<file path="src/design/hcbp_pkg.sv">
// ----------------------------------------------------------------------------
// hcbp_pkg
// Shared types and constants for the code bit packer: field widths, request
// modes, queue entry layout and back end state.
// ----------------------------------------------------------------------------
`default_nettype none

package hcbp_pkg;

   localparam int SYM_W       = 8;
   localparam int WORD_W      = 32;
   localparam int LEN_W       = 6;
   localparam int BYTE_W      = 8;
   localparam int PEND_W      = 7;
   localparam int CNT_W       = 3;
   localparam int MODE_W      = 2;

   localparam int QUEUE_DEPTH = 4;
   localparam int QPTR_W      = 2;
   localparam int QCNT_W      = 3;

   typedef enum logic [MODE_W-1:0] {
      MODE_LOAD   = 2'd0,
      MODE_ENCODE = 2'd1,
      MODE_FLUSH  = 2'd2
   } mode_type;

   typedef enum logic {
      OP_ENCODE = 1'b0,
      OP_FLUSH  = 1'b1
   } op_type;

   typedef enum logic {
      B_IDLE = 1'b0,
      B_RUN  = 1'b1
   } back_state_type;

   typedef struct packed {
      op_type              op;
      logic [WORD_W-1:0]   bits;
      logic [LEN_W-1:0]    len;
   } job_type;

endpackage

`default_nettype wire

</file>
<file path="src/design/hcbp_queue.sv">
// ----------------------------------------------------------------------------
// hcbp_queue
// Short job queue between the front end and the packer.
// ----------------------------------------------------------------------------
`default_nettype none

module hcbp_queue
   import hcbp_pkg::*;
(
   input  wire logic    clock,
   input  wire logic    reset,
   input  wire logic    push,
   input  wire job_type push_job,
   output      logic    q_full,
   input  wire logic    pop,
   output      job_type pop_job,
   output      logic    q_empty
);

   job_type             slot_ff [QUEUE_DEPTH];
   logic [QPTR_W-1:0]   wr_ptr_ff, wr_ptr_in;
   logic [QPTR_W-1:0]   rd_ptr_ff, rd_ptr_in;
   logic [QCNT_W-1:0]   count_ff, count_in;

   assign q_full  = (count_ff == QCNT_W'(QUEUE_DEPTH));
   assign q_empty = (count_ff == '0);
   assign pop_job = slot_ff[rd_ptr_ff];

   always_comb begin
      wr_ptr_in = push ? wr_ptr_ff + 1'b1 : wr_ptr_ff;
      rd_ptr_in = pop  ? rd_ptr_ff + 1'b1 : rd_ptr_ff;
      count_in  = count_ff;
      if (push && !pop) begin
         count_in = count_ff + 1'b1;
      end else if (pop && !push) begin
         count_in = count_ff - 1'b1;
      end
   end

   always_ff @(posedge clock) begin
      if (push) begin
         slot_ff[wr_ptr_ff] <= push_job;
      end
   end

   always_ff @(posedge clock) begin
      if (reset) begin
         wr_ptr_ff <= '0;
         rd_ptr_ff <= '0;
         count_ff  <= '0;
      end else begin
         wr_ptr_ff <= wr_ptr_in;
         rd_ptr_ff <= rd_ptr_in;
         count_ff  <= count_in;
      end
   end

   a_no_overflow: assert property (@(posedge clock) disable iff (reset)
      push |-> !q_full)
      else $error("job pushed into full queue");

   a_no_underflow: assert property (@(posedge clock) disable iff (reset)
      pop |-> !q_empty)
      else $error("job popped from empty queue");

endmodule

`default_nettype wire

</file>
<file path="config.mk">
export PLATFORM = sky130hd
export DESIGN_NAME = hcbp_queue
export DESIGN_NICKNAME = d
export VERILOG_FILES = /design/src/design/hcbp_pkg.sv /design/src/design/hcbp_queue.sv
export SDC_FILE = /design/constraint.sdc
export NUM_CORES = 1
export LEC_CHECK = 0
export ABC_CLOCK_PERIOD_IN_PS = 2000
export BUFFER_PORTS_ARGS = -buffer_cell sky130_fd_sc_hd__buf_2
export CAP_MARGIN = 0
export CORE_MARGIN = 4
export CORE_UTILIZATION = 51
export CTS_CLUSTER_SIZE = 10
export DETAILED_ROUTE_END_ITERATION = 6
export HOLD_SLACK_MARGIN = 0.03
export MAX_ROUTING_LAYER = met4
export PLACE_DENSITY_LB_ADDON = 0.15
export SLEW_MARGIN = 20
export SYNTH_ARGS = -nofsm -noshare
export SYNTH_HDL_FRONTEND = slang
export SYNTH_SLANG_ARGS = --single-unit
</file>
<file path="constraint.sdc">
create_clock -name clock -period 2 [get_ports clock]
set_clock_uncertainty 0.2 [all_clocks]
set_input_delay 0.3 -clock clock [delete_from_list [all_inputs] [get_ports clock]]
set_output_delay 0.3 -clock clock [all_outputs]
set_load 0.02 [all_outputs]
</file>
==> results.py <==
metrics = {
    "setup_path": {
        "required_ns": 1.50,
        "max_stage_delay_ns": 0.53,
        "crit_path_frequent_cell": "buf_12",
        "critPathSlowestCell": "mux4_2",
        "startpoint_type": "flop",
        "crit_path_max_fanout": 8,
        "worstSetupEndpointType": "primary output",
        "path_cells": "buf_12 -> buf_12 -> mux4_2 -> buf_6",
        "crit_arrival_ns": 1.76,
        "crit_type": "reg -> out",
    },
    "logic_synthesis": {
        "yosysUniqueCellTypes": 21,
        "yosys-top-cells-count": "edfxtp_1, mux4_2, dfxtp_1, nor2_1, ha_1",
        "synth_seq_cells": 165,
        "synthArstFlopShare_pct": 0,
        "synth_flop_cell": "edfxtp_1",
        "synth_edf_count": 156,
        "yosysMostFrequentCell": "edfxtp_1",
        "yosysTopAreaCellShare_pct": 77.5,
        "synth_warnings": 0,
        "synthesis.area_um2": 6050,
        "yosysSeqAreaShare_pct": 80.4,
        "synth_nets": 296,
        "syn_avg_cell_area_um2": 24.5,
        "synth_area_leaders": "edfxtp_1, mux4_2, dfxtp_1",
        "synth_area_leader_cell": "edfxtp_1",
        "netlist_instances": 247,
    },
    "worst_hold_path": {
        "hp-class": "in -> reg",
    },
    "global_routing": {
        "grt_pass1_wl_mm": 16.9,
        "track_usage_pct": 18.1,
        "top_usage_layer": "met2",
        "grtUsageMet2_pct": 27.9,
        "met3_usage_pct": 5.14,
        "antenna_found_initial": 0,
        "grt_pass1_vias": 3079,
        "grt_overflow": 0,
        "grt_max_degree": 22,
        "grt_use_met1_pct": 22.9,
    },
    "sta": {
        "slew_viol_final": 0,
        "clock.fmax_mhz": 443,
        "finalSetupViolCount": 39,
        "finalHoldViolCount": 0,
        "finalCritPeriodShare_pct": 113,
        "worst_slew_pin_slew_ns": 0.346,
        "max_slew_margin_pct": 76.9,
        "grt_setup_unrepaired": "true",
        "worst_slack_ns": -0.257,
        "min_period_ns": 2.26,
    },
    "cells_and_area": {
        "nNetsFinal": 455,
        "insertedDiodeCount": 0,
        "post-route-util_pct": 71.5,
        "drive_gt1_share_pct": 43.7,
        "syn_to_final_growth_pct": 36.2,
        "instances_no_fill": 562,
    },
    "floorplan": {
        "core_area_um2": 11500,
        "start_util_pct": 52.5,
        "die_area_um2": 13700,
        "placementRows": 39,
        "ios": 84,
        "die_x_um": 117,
        "die_h_um": 117,
    },
    "placement": {
        "routabilityCongestion": 0.697,
        "portBuffers": 83,
        "dp_hpwl_mm": 6.39,
        "place_inst": 480,
        "pre_cts_ws_ns": 0.0261,
    },
    "route": {
        "drt-initial-drc-count": 187,
        "vias": 2952,
        "wl_mm": 11.0,
        "remaining_drc_errors": 0,
        "wl_per_cell_um": 19.5,
        "antenna_left": 0,
        "viasPerCell": 5.25,
        "drt_pre_antenna_iters": 4,
    },
    "clock_network": {
        "cts.sinks": 165,
        "cts_tree": "done",
        "cts_buffer_depth": 2,
        "cts_buffers": 17,
        "path_clk_slew_ns": 0.06,
        "cts_root_buffer": "clkbuf_16",
        "clk_latency_ns": 0.42,
        "cts_max_level": 4,
    },
    "power": {
        "leakagePower_nw": 2.92,
        "powerDensity_nw_per_um2": 1060,
        "vdd_drop_max_mv": 0.752,
    },
    "job": {
        "max_cap_violations": 0,
    },
    "outcome": {
        "status": "finished, violations left",
        "violations": "setup timing",
    },
}
-- state kept, by name, summed over array words and instances, names as in the netlist, named ones only --
signal     flops
count_ff       3
rd_ptr_ff      2
slot_ff      156
wr_ptr_ff      2
-- layout make-up --
class | count | area (um2)
flip-flops and latches | 165 | 4870
fillers | 711 | 3280
repair buffers | 149 | 1400
multi-input cells | 69 | 1110
clock buffers | 17 | 425
clock inverters | 15 | 235
well taps | 143 | 179
inverters | 4 | 15.0
-- power breakdown --
| group | switching, mW | internal, mW | total [mW] |
|---|---|---|---|
| sequential | 0.0576 | 3.96 | 4.02 |
| clock | 1.23 | 2.33 | 3.55 |
| combinational | 0.548 | 0.625 | 1.17 |
-- worst max-delay path, delay by kind of cell, from the launching register on --
kind,cells,cell delay [ns]
buf+inv,3,0.42
flops,1,0.38
mux,1,0.53
-- cell usage in the layout, fill, tap and decap left out, types with 2 or more instances in the layout --
cell,count
buf_6,40
clkinv_2,3
bufinv_16,6
buf_2,44
ha_1,5
and2_2,4
edfxtp_1,156
dlygate4sd3_1,41
dfxtp_1,7
clkinv_1,2
buf_12,8
clkbuf_16,18
clkinv_4,2
mux2i_1,2
nor2_1,7
inv_1,4
xor2_1,3
clkinvlp_4,2
mux4_2,39
xnor2_1,2
buf_4,14
-- worst paths after layout --
kind	from	end	slack [ns]	cells after the start
worst min register to register	count_ff[2]	count_ff[2]	0.31	2
worst max register to register	count_ff[0]	count_ff[2]	0.33	4
worst max-delay path	flop	pop_job[29]	-0.26	4
worst min-delay path	pop	flop	0.06	4
-- cell families (layout without fill, tap and decap cells) --
kind of cell / after synthesis / in the layout / share of synthesized area [%]
multiplexers: 41 / 41 / 14.9
AND/OR/NAND/NOR: 15 / 15 / 1.22
adder cells (fa/ha/maj): 6 / 6 / 1.37
XOR/XNOR: 5 / 5 / 0.724
AO/OA/AOI/OAI: 2 / 2 / 0.165
flip-flops: 165 / 165 / 80.4
buffers and inverters: 13 / 185 / 1.22
-- metal layers --
metal | up-vias | wire [um]
li1 | 1355 | -
met1 | 1507 | 4590
met2 | 80 | 5710
met3 | 10 | 541
met4 | 0 | 133
met5 | - | 0
-- metrics by stage --
stage	setup TNS, ns	instance area [um2]	total power, mW	hold slack [ns]
global route	-10.73	8240	9.10	0.0760
global placement	0	6800	4.97	0.286
CTS	-9.34	8130	8.77	0.0369
finish	-8.45	8240	8.75	0.0551
floorplan	0	6050	4.64	0.199
detailed placement	0	6800	4.99	0.293
-- what timing repair did --
action	in CTS	in global routing
setup endpoints to repair	39	39
hold buffers	41	0
buffers inserted	7	0
hold endpoints to repair	165	0
gates cloned	1	1
gates resized for setup	53	27
Note: power is estimated with default switching activity, not from simulation.
