<file path="src/design/hcbp_pkg.sv">
// ----------------------------------------------------------------------------
// hcbp_pkg
// Shared types and constants for the code bit packer: field widths, request
// modes, queue entry layout and back end state.
// ----------------------------------------------------------------------------
`default_nettype none

package hcbp_pkg;

   localparam int SYM_W       = 8;
   localparam int WORD_W      = 32;
   localparam int LEN_W       = 6;
   localparam int BYTE_W      = 8;
   localparam int PEND_W      = 7;
   localparam int CNT_W       = 3;
   localparam int MODE_W      = 2;

   localparam int QUEUE_DEPTH = 4;
   localparam int QPTR_W      = 2;
   localparam int QCNT_W      = 3;

   typedef enum logic [MODE_W-1:0] {
      MODE_LOAD   = 2'd0,
      MODE_ENCODE = 2'd1,
      MODE_FLUSH  = 2'd2
   } mode_type;

   typedef enum logic {
      OP_ENCODE = 1'b0,
      OP_FLUSH  = 1'b1
   } op_type;

   typedef enum logic {
      B_IDLE = 1'b0,
      B_RUN  = 1'b1
   } back_state_type;

   typedef struct packed {
      op_type              op;
      logic [WORD_W-1:0]   bits;
      logic [LEN_W-1:0]    len;
   } job_type;

endpackage

`default_nettype wire

</file>
<file path="src/design/hcbp_back.sv">
// ----------------------------------------------------------------------------
// hcbp_back
// Bit packer: shifts each job's code bits, first bit first, into the byte
// accumulator and, while rsp_stall is low, emits one completed byte per
// cycle through an output register; a flush emits the pending partial byte.
// ----------------------------------------------------------------------------
`default_nettype none

module hcbp_back
   import hcbp_pkg::*;
(
   input  wire logic               clock,
   input  wire logic               reset,
   input  wire job_type            pop_job,
   input  wire logic               q_empty,
   output      logic               pop,
   output      logic               rsp_valid,
   input  wire logic               rsp_stall,
   output      logic [BYTE_W-1:0]  rsp_out_byte,
   output      logic [0:0]         rsp_last_byte
);

   back_state_type     state_ff, state_in;
   op_type             op_ff, op_in;
   logic [WORD_W-1:0]  code_ff, code_in;
   logic [LEN_W-1:0]   rem_ff, rem_in;
   logic [PEND_W-1:0]  pend_ff, pend_in;
   logic [CNT_W-1:0]   cnt_ff, cnt_in;

   logic               rsp_valid_ff, rsp_valid_in;
   logic [BYTE_W-1:0]  rsp_byte_ff, rsp_byte_in;
   logic               rsp_last_ff, rsp_last_in;

   logic               out_free;
   logic [3:0]         room;
   logic [LEN_W-1:0]   room6;
   logic [BYTE_W-1:0]  top8;
   logic [14:0]        pend_wide;
   logic [BYTE_W-1:0]  full_byte;
   logic [BYTE_W-1:0]  part_wide;
   logic               fills;
   logic               emit;
   logic               done;

   always_comb begin
      out_free  = !rsp_valid_ff || !rsp_stall;
      room      = 4'd8 - {1'b0, cnt_ff};
      room6     = LEN_W'(room);
      top8      = code_ff[WORD_W-1 -: BYTE_W];
      pend_wide = {8'b0, pend_ff} << room;
      full_byte = pend_wide[BYTE_W-1:0] | (top8 >> cnt_ff);
      // fewer bits left than the byte needs: append them to the pending bits
      part_wide = ({1'b0, pend_ff} << rem_ff[2:0])
                | (top8 >> (4'd8 - {1'b0, rem_ff[2:0]}));
      fills     = (rem_ff >= room6);
   end

   // next state
   always_comb begin
      done = 1'b0;
      case (op_ff)
         OP_ENCODE: done = (rem_ff == '0);
         OP_FLUSH:  done = (cnt_ff == '0) || out_free;
         default:   done = 1'b1;
      endcase
      state_in = state_ff;
      case (state_ff)
         B_IDLE:  if (!q_empty) state_in = B_RUN;
         B_RUN:   if (done) state_in = B_IDLE;
         default: state_in = B_IDLE;
      endcase
   end

   // datapath and outputs
   always_comb begin
      pop         = 1'b0;
      emit        = 1'b0;
      op_in       = op_ff;
      code_in     = code_ff;
      rem_in      = rem_ff;
      pend_in     = pend_ff;
      cnt_in      = cnt_ff;
      rsp_byte_in = rsp_byte_ff;
      rsp_last_in = rsp_last_ff;
      case (state_ff)
         B_IDLE: begin
            if (!q_empty) begin
               pop     = 1'b1;
               op_in   = pop_job.op;
               // left-align the code so its first bit sits in the msb
               code_in = pop_job.bits << (LEN_W'(WORD_W) - pop_job.len);
               rem_in  = pop_job.len;
            end
         end
         B_RUN: begin
            if (op_ff == OP_FLUSH) begin
               if (cnt_ff != '0 && out_free) begin
                  emit        = 1'b1;
                  rsp_byte_in = pend_wide[BYTE_W-1:0];
                  rsp_last_in = 1'b1;
                  pend_in     = '0;
                  cnt_in      = '0;
               end
            end else if (rem_ff != '0) begin
               if (fills) begin
                  if (out_free) begin
                     emit        = 1'b1;
                     rsp_byte_in = full_byte;
                     rsp_last_in = ((rem_ff - room6) < LEN_W'(BYTE_W));
                     code_in     = code_ff << room;
                     rem_in      = rem_ff - room6;
                     pend_in     = '0;
                     cnt_in      = '0;
                  end
               end else begin
                  pend_in = part_wide[PEND_W-1:0];
                  cnt_in  = cnt_ff + rem_ff[CNT_W-1:0];
                  rem_in  = '0;
               end
            end
         end
         default: ;
      endcase
      rsp_valid_in = emit || (rsp_valid_ff && rsp_stall);
   end

   assign rsp_valid     = rsp_valid_ff;
   assign rsp_out_byte  = rsp_byte_ff;
   assign rsp_last_byte = rsp_last_ff;

   always_ff @(posedge clock) begin
      op_ff       <= op_in;
      code_ff     <= code_in;
      rsp_byte_ff <= rsp_byte_in;
      rsp_last_ff <= rsp_last_in;
   end

   always_ff @(posedge clock) begin
      if (reset) begin
         state_ff     <= B_IDLE;
         rem_ff       <= '0;
         pend_ff      <= '0;
         cnt_ff       <= '0;
         rsp_valid_ff <= 1'b0;
      end else begin
         state_ff     <= state_in;
         rem_ff       <= rem_in;
         pend_ff      <= pend_in;
         cnt_ff       <= cnt_in;
         rsp_valid_ff <= rsp_valid_in;
      end
   end

   a_flush_clears: assert property (@(posedge clock) disable iff (reset)
      (state_ff == B_RUN && op_ff == OP_FLUSH && out_free) |=> (cnt_ff == '0))
      else $error("flush left bits pending");

   a_more_follows: assert property (@(posedge clock) disable iff (reset)
      (emit && !rsp_last_in) |=> (state_ff == B_RUN && rem_ff >= LEN_W'(BYTE_W)))
      else $error("byte not marked last but no full byte follows");

   a_emit_has_room: assert property (@(posedge clock) disable iff (reset)
      emit |-> out_free)
      else $error("byte emitted over an unaccepted one");

endmodule

`default_nettype wire
</file>
<file path="config.mk">
export PLATFORM = sky130hd
export DESIGN_NAME = hcbp_back
export DESIGN_NICKNAME = d
export VERILOG_FILES = /design/src/design/hcbp_pkg.sv /design/src/design/hcbp_back.sv
export SDC_FILE = /design/constraint.sdc
export NUM_CORES = 1
export LEC_CHECK = 0
export ABC_AREA = 1
export BUFFER_PORTS_ARGS = -buffer_cell sky130_fd_sc_hd__buf_2
export CORE_UTILIZATION = 50
export DETAILED_ROUTE_END_ITERATION = 6
export MAX_ROUTING_LAYER = met4
export PLACE_DENSITY = 0.64
export SLEW_MARGIN = 20
export SYNTH_ARGS = -nofsm -noshare
export SYNTH_HDL_FRONTEND = slang
export SYNTH_SLANG_ARGS = --single-unit
export TNS_END_PERCENT = 50
</file>
<file path="constraint.sdc">
create_clock -name clock -period 5.1 [get_ports clock]
set_clock_uncertainty 0.05 [all_clocks]
set_input_delay 0.255 -clock clock [delete_from_list [all_inputs] [get_ports clock]]
set_output_delay 0.255 -clock clock [all_outputs]
set_load 0.005 [all_outputs]
</file>
==> results summary <==
The count of nets left with antenna violations once routing finished came out at 0. The final clock period utilization by the worst path came out at 0.675. The arrival time at the worst endpoint came out at 3.36 ns. The number of buffers inserted by hold repair at cts came out at 0.

The count of boundary I/O pins is 54. The standard cell core area came out at 13200 µm². The number of antenna repair diodes is 0. The yosys synthesis warning count is 0. The number of different library cells used by synthesis comes to 50. The worst-case vdd ir drop is 0.166 mV. The type of the most critical hold path is input port to flop. The post-synthesis net count is 1185. The final HPWL from detailed placement came out at 15800 µm. The maximum clock frequency is 0.290 GHz. The clock latency at the later pin of the worst-skew pair is 0.35 ns. The worst slack at placement is 1.42 ns. The TritonCTS sink count is 60. The clock transition at the registers of the reported paths is 0.06 ns.

In this run the core area contains 42 standard-cell rows. The startpoint identified for the worst register-to-register timing path is rem_ff[0]$_SDFFE_PP0P_. The total overflow left after global routing is 0.

The post-synthesis register bit count is 60. Across every metal layer, demand over resource in global routing totals 0.314. The transition time at the pin with the least slew margin is 0.953 ns.

Of the cells placed in the final design, the portion with a size suffix greater than 1 is 0.0977. The logic depth of the worst register-to-register path is 10. The leakage power of the design came out at 3.37 nW. For this run, the leading register cell type out of synthesis is sky130_fd_sc_hd__edfxtp_1. The buffer levels on the longest clock path is 2. After routing, the total negative slack on setup checks comes to 0 ns. The count of non-filler cells in the finished layout came out at 1322. Among all cell types in the netlist, the one instantiated most often is sky130_fd_sc_hd__nand2_1. Across all register-to-register paths, the minimum setup slack is 1.66 ns. The capturing point of the worst reg2reg path is rsp_out_byte[7]$_DFFE_PP_. The routed design has 20900 µm of wire.

The last weighted congestion value of the routability-driven placer is 0.951. In this run, CTS created clock tree buffers numbering 9. The most critical setup path has its endpoint at rsp_out_byte[7]$_DFFE_PP_. The via count of the first global-routing pass was 6529.

For this block, the via count after detailed routing is 7553. The number of detailed-routing iterations run before antenna repair is 7. The starting DRC count in detailed routing is 791. Input and output buffers added on the ports amount to 53.

Synthesis produced 1132 cells. Dividing total power by cell area gives a power density of 293 nW/µm². In this run the worst setup path begins at rem_ff[0]$_SDFFE_PP0P_. The portion of the post-synthesis area used by sequential elements is 0.240. The DRC violation count after routing is 0. In this run the horizontal extent of the chip is 118 µm. In the post-synthesis netlist, the biggest area contributors are sky130_fd_sc_hd__nand2_1 22%, sky130_fd_sc_hd__nand3_1 19%, sky130_fd_sc_hd__edfxtp_1 19%. The post-layout worst setup margin came out at 1.66 ns. The final hold slack is 0.0328 ns.

The number of placed instances with taps included is 1306. Counting I/O delays and the setup requirement, the final critical path takes 3.44 ns. Counting flops with an async set or reset pin after synthesis yields a share of 0.

The number of antenna violations at the first check in global routing came to 0. The full die area is 14000 µm². The post-detailed-route via-to-cell ratio came out at 5.71. The number of setup buffers added after CTS is 0. The combined area of all synthesized cells is 6760 µm². The setup path with the least slack is of type flop to flop. The largest fanout of any net on the critical path is 21. The post-synthesis cell type with the largest combined area is sky130_fd_sc_hd__nand2_1. A synthesized cell averages 5.97 µm². The number of hold violations in the final report is 0. The layout overhead on the synthesized area is 8.01%. The run finished with clean final reports. The number of gates resized after CTS is 0.

TritonCTS built the clock tree. Entering global routing, the biggest net connects 83 pins. The wire length per cell is 15.8 µm. The count of flip-flops with a built-in enable after synthesis is 42. The post-layout net count came out at 1194. The global-route wire length before repair is 34000 µm. Setup repair after global routing left no endpoint under its margin.

The worst setup path is captured at a flop. The top-area cell type share of the netlist area is 0.224. The overall die height came out at 118 µm. The final setup violation count came out at 0. The critical path data required time came out at 5.02 ns.

Counting instances in the post-synthesis netlist gives the leading cell types as 403 x sky130_fd_sc_hd__nand2_1, 255 x sky130_fd_sc_hd__nand3_1, 76 x sky130_fd_sc_hd__inv_1, 62 x sky130_fd_sc_hd__nor2_1, 59 x sky130_fd_sc_hd__o211ai_1. The final number of max-transition violations came out at 0. The effective utilization at floorplan is 0.513. Measured against its own limit, the worst slew margin works out to 0.362. The cell at the root of the clock tree is sky130_fd_sc_hd__clkbuf_16. The layout has 1416 filler cells. The worst setup path is launched from a flop.

CTS built an H-tree with a depth of 3. Max-cap violations in this run came to 0.
[final cells by class]
type	instances	area, µm²	share of cell area
clock buffers	14	317	0.0434
clock inverters	2	10.0	0.00137
inverters	86	330	0.0452
multi-input cells	922	4470	0.612
flip-flops and latches	60	1620	0.222
well taps	176	220	0.0302
repair buffers	62	333	0.0456
[power by group]
part	internal [W]	switching, W
Combinational	0.000266	0.000563
Sequential	0.000598	0.0000602
Clock	0.000426	0.000226
[through the flow]
step / power, W / utilization / instance area [µm²]
floorplan: 0.00128 / - / 6760
global placement: 0.00149 / 0.528 / 6970
detailed placement: 0.00148 / 0.528 / 6970
CTS: 0.00213 / 0.553 / 7300
global route: 0.00228 / 0.554 / 7300
finish: 0.00214 / 0.554 / 7300
[worst max-delay path, cell delays in order (launching register included)]
cell	delay [ns]
sky130_fd_sc_hd__dfxtp_1	0.69
sky130_fd_sc_hd__inv_1	0.36
sky130_fd_sc_hd__ha_1	0.33
sky130_fd_sc_hd__fa_1	0.39
sky130_fd_sc_hd__inv_1	0.11
sky130_fd_sc_hd__nand4_2	0.13
sky130_fd_sc_hd__nand2_2	0.18
sky130_fd_sc_hd__nor2_1	0.09
sky130_fd_sc_hd__nand2_1	0.07
sky130_fd_sc_hd__nand2_1	0.08
sky130_fd_sc_hd__a31oi_2	0.58
[routing by layer]
layer / part of all wire / vias up / track usage
li1: - / 3841 / -
met1: 0.48 / 3392 / 0.470
met2: 0.43 / 291 / 0.439
met3: 0.072 / 29 / 0.0323
met4: 0.019 / 0 / 0.0970
met5: 0 / - / -
[registers in the layout, summed over array words and instances, names as in the netlist]
| signal | cells |
|---|---|
| rsp_out_byte | 8 |
| rsp_valid | 1 |
| pend_ff | 7 |
| op_ff | 1 |
| rsp_last_byte | 1 |
| cnt_ff | 3 |
| state_ff | 1 |
| rem_ff | 6 |
| code_ff | 32 |
[how the worst min path moves through the flow]
| stage | from | endpoint | slack, ns | depth (start not counted) |
|---|---|---|---|---|
| floorplan | reset | cnt_ff[2]$_SDFFE_PP0P_ | 0.27 | 1 |
| global placement | pop_job[38] | op_ff$_DFFE_PP_ | 0.38 | 1 |
| detailed placement | pop_job[38] | op_ff$_DFFE_PP_ | 0.39 | 1 |
| CTS | pop_job[38] | op_ff$_DFFE_PP_ | 0.03 | 1 |
| global route | pop_job[38] | op_ff$_DFFE_PP_ | 0.03 | 1 |
| finish | pop_job[38] | op_ff$_DFFE_PP_ | 0.03 | 1 |
[logic make-up after synthesis]
logic type | synth area share
buffers and inverters | 0.100
xor gates and xnor gates | 0.0102
muxes | 0.00148
adders and majority gates | 0.0207
DFF | 0.240
and+or+nand+nor | 0.487
AOI/OAI and AO/OA | 0.140
[cell usage in the layout, fill, tap and decap left out, types with 4 or more instances in the layout]
cell type                   Yosys  routed
sky130_fd_sc_hd__dfxtp_1       18      17
sky130_fd_sc_hd__clkbuf_16      0      11
sky130_fd_sc_hd__inv_2          6       6
sky130_fd_sc_hd__edfxtp_1      42      42
sky130_fd_sc_hd__inv_1         76      76
sky130_fd_sc_hd__ha_1           8       8
sky130_fd_sc_hd__nor3_1         5       5
sky130_fd_sc_hd__nand3_1      255     255
sky130_fd_sc_hd__nand2_1      403     403
sky130_fd_sc_hd__o21ai_0       44      44
sky130_fd_sc_hd__buf_4          9       9
sky130_fd_sc_hd__and2_1         4       4
sky130_fd_sc_hd__a21oi_1       21      21
sky130_fd_sc_hd__buf_2         35      53
sky130_fd_sc_hd__o211ai_1      59      59
sky130_fd_sc_hd__nor2_1        62      61
sky130_fd_sc_hd__nand2_2        5       5
sky130_fd_sc_hd__nand4_1        5       5
No activity file was read; power rests on OpenSTA's default activity.
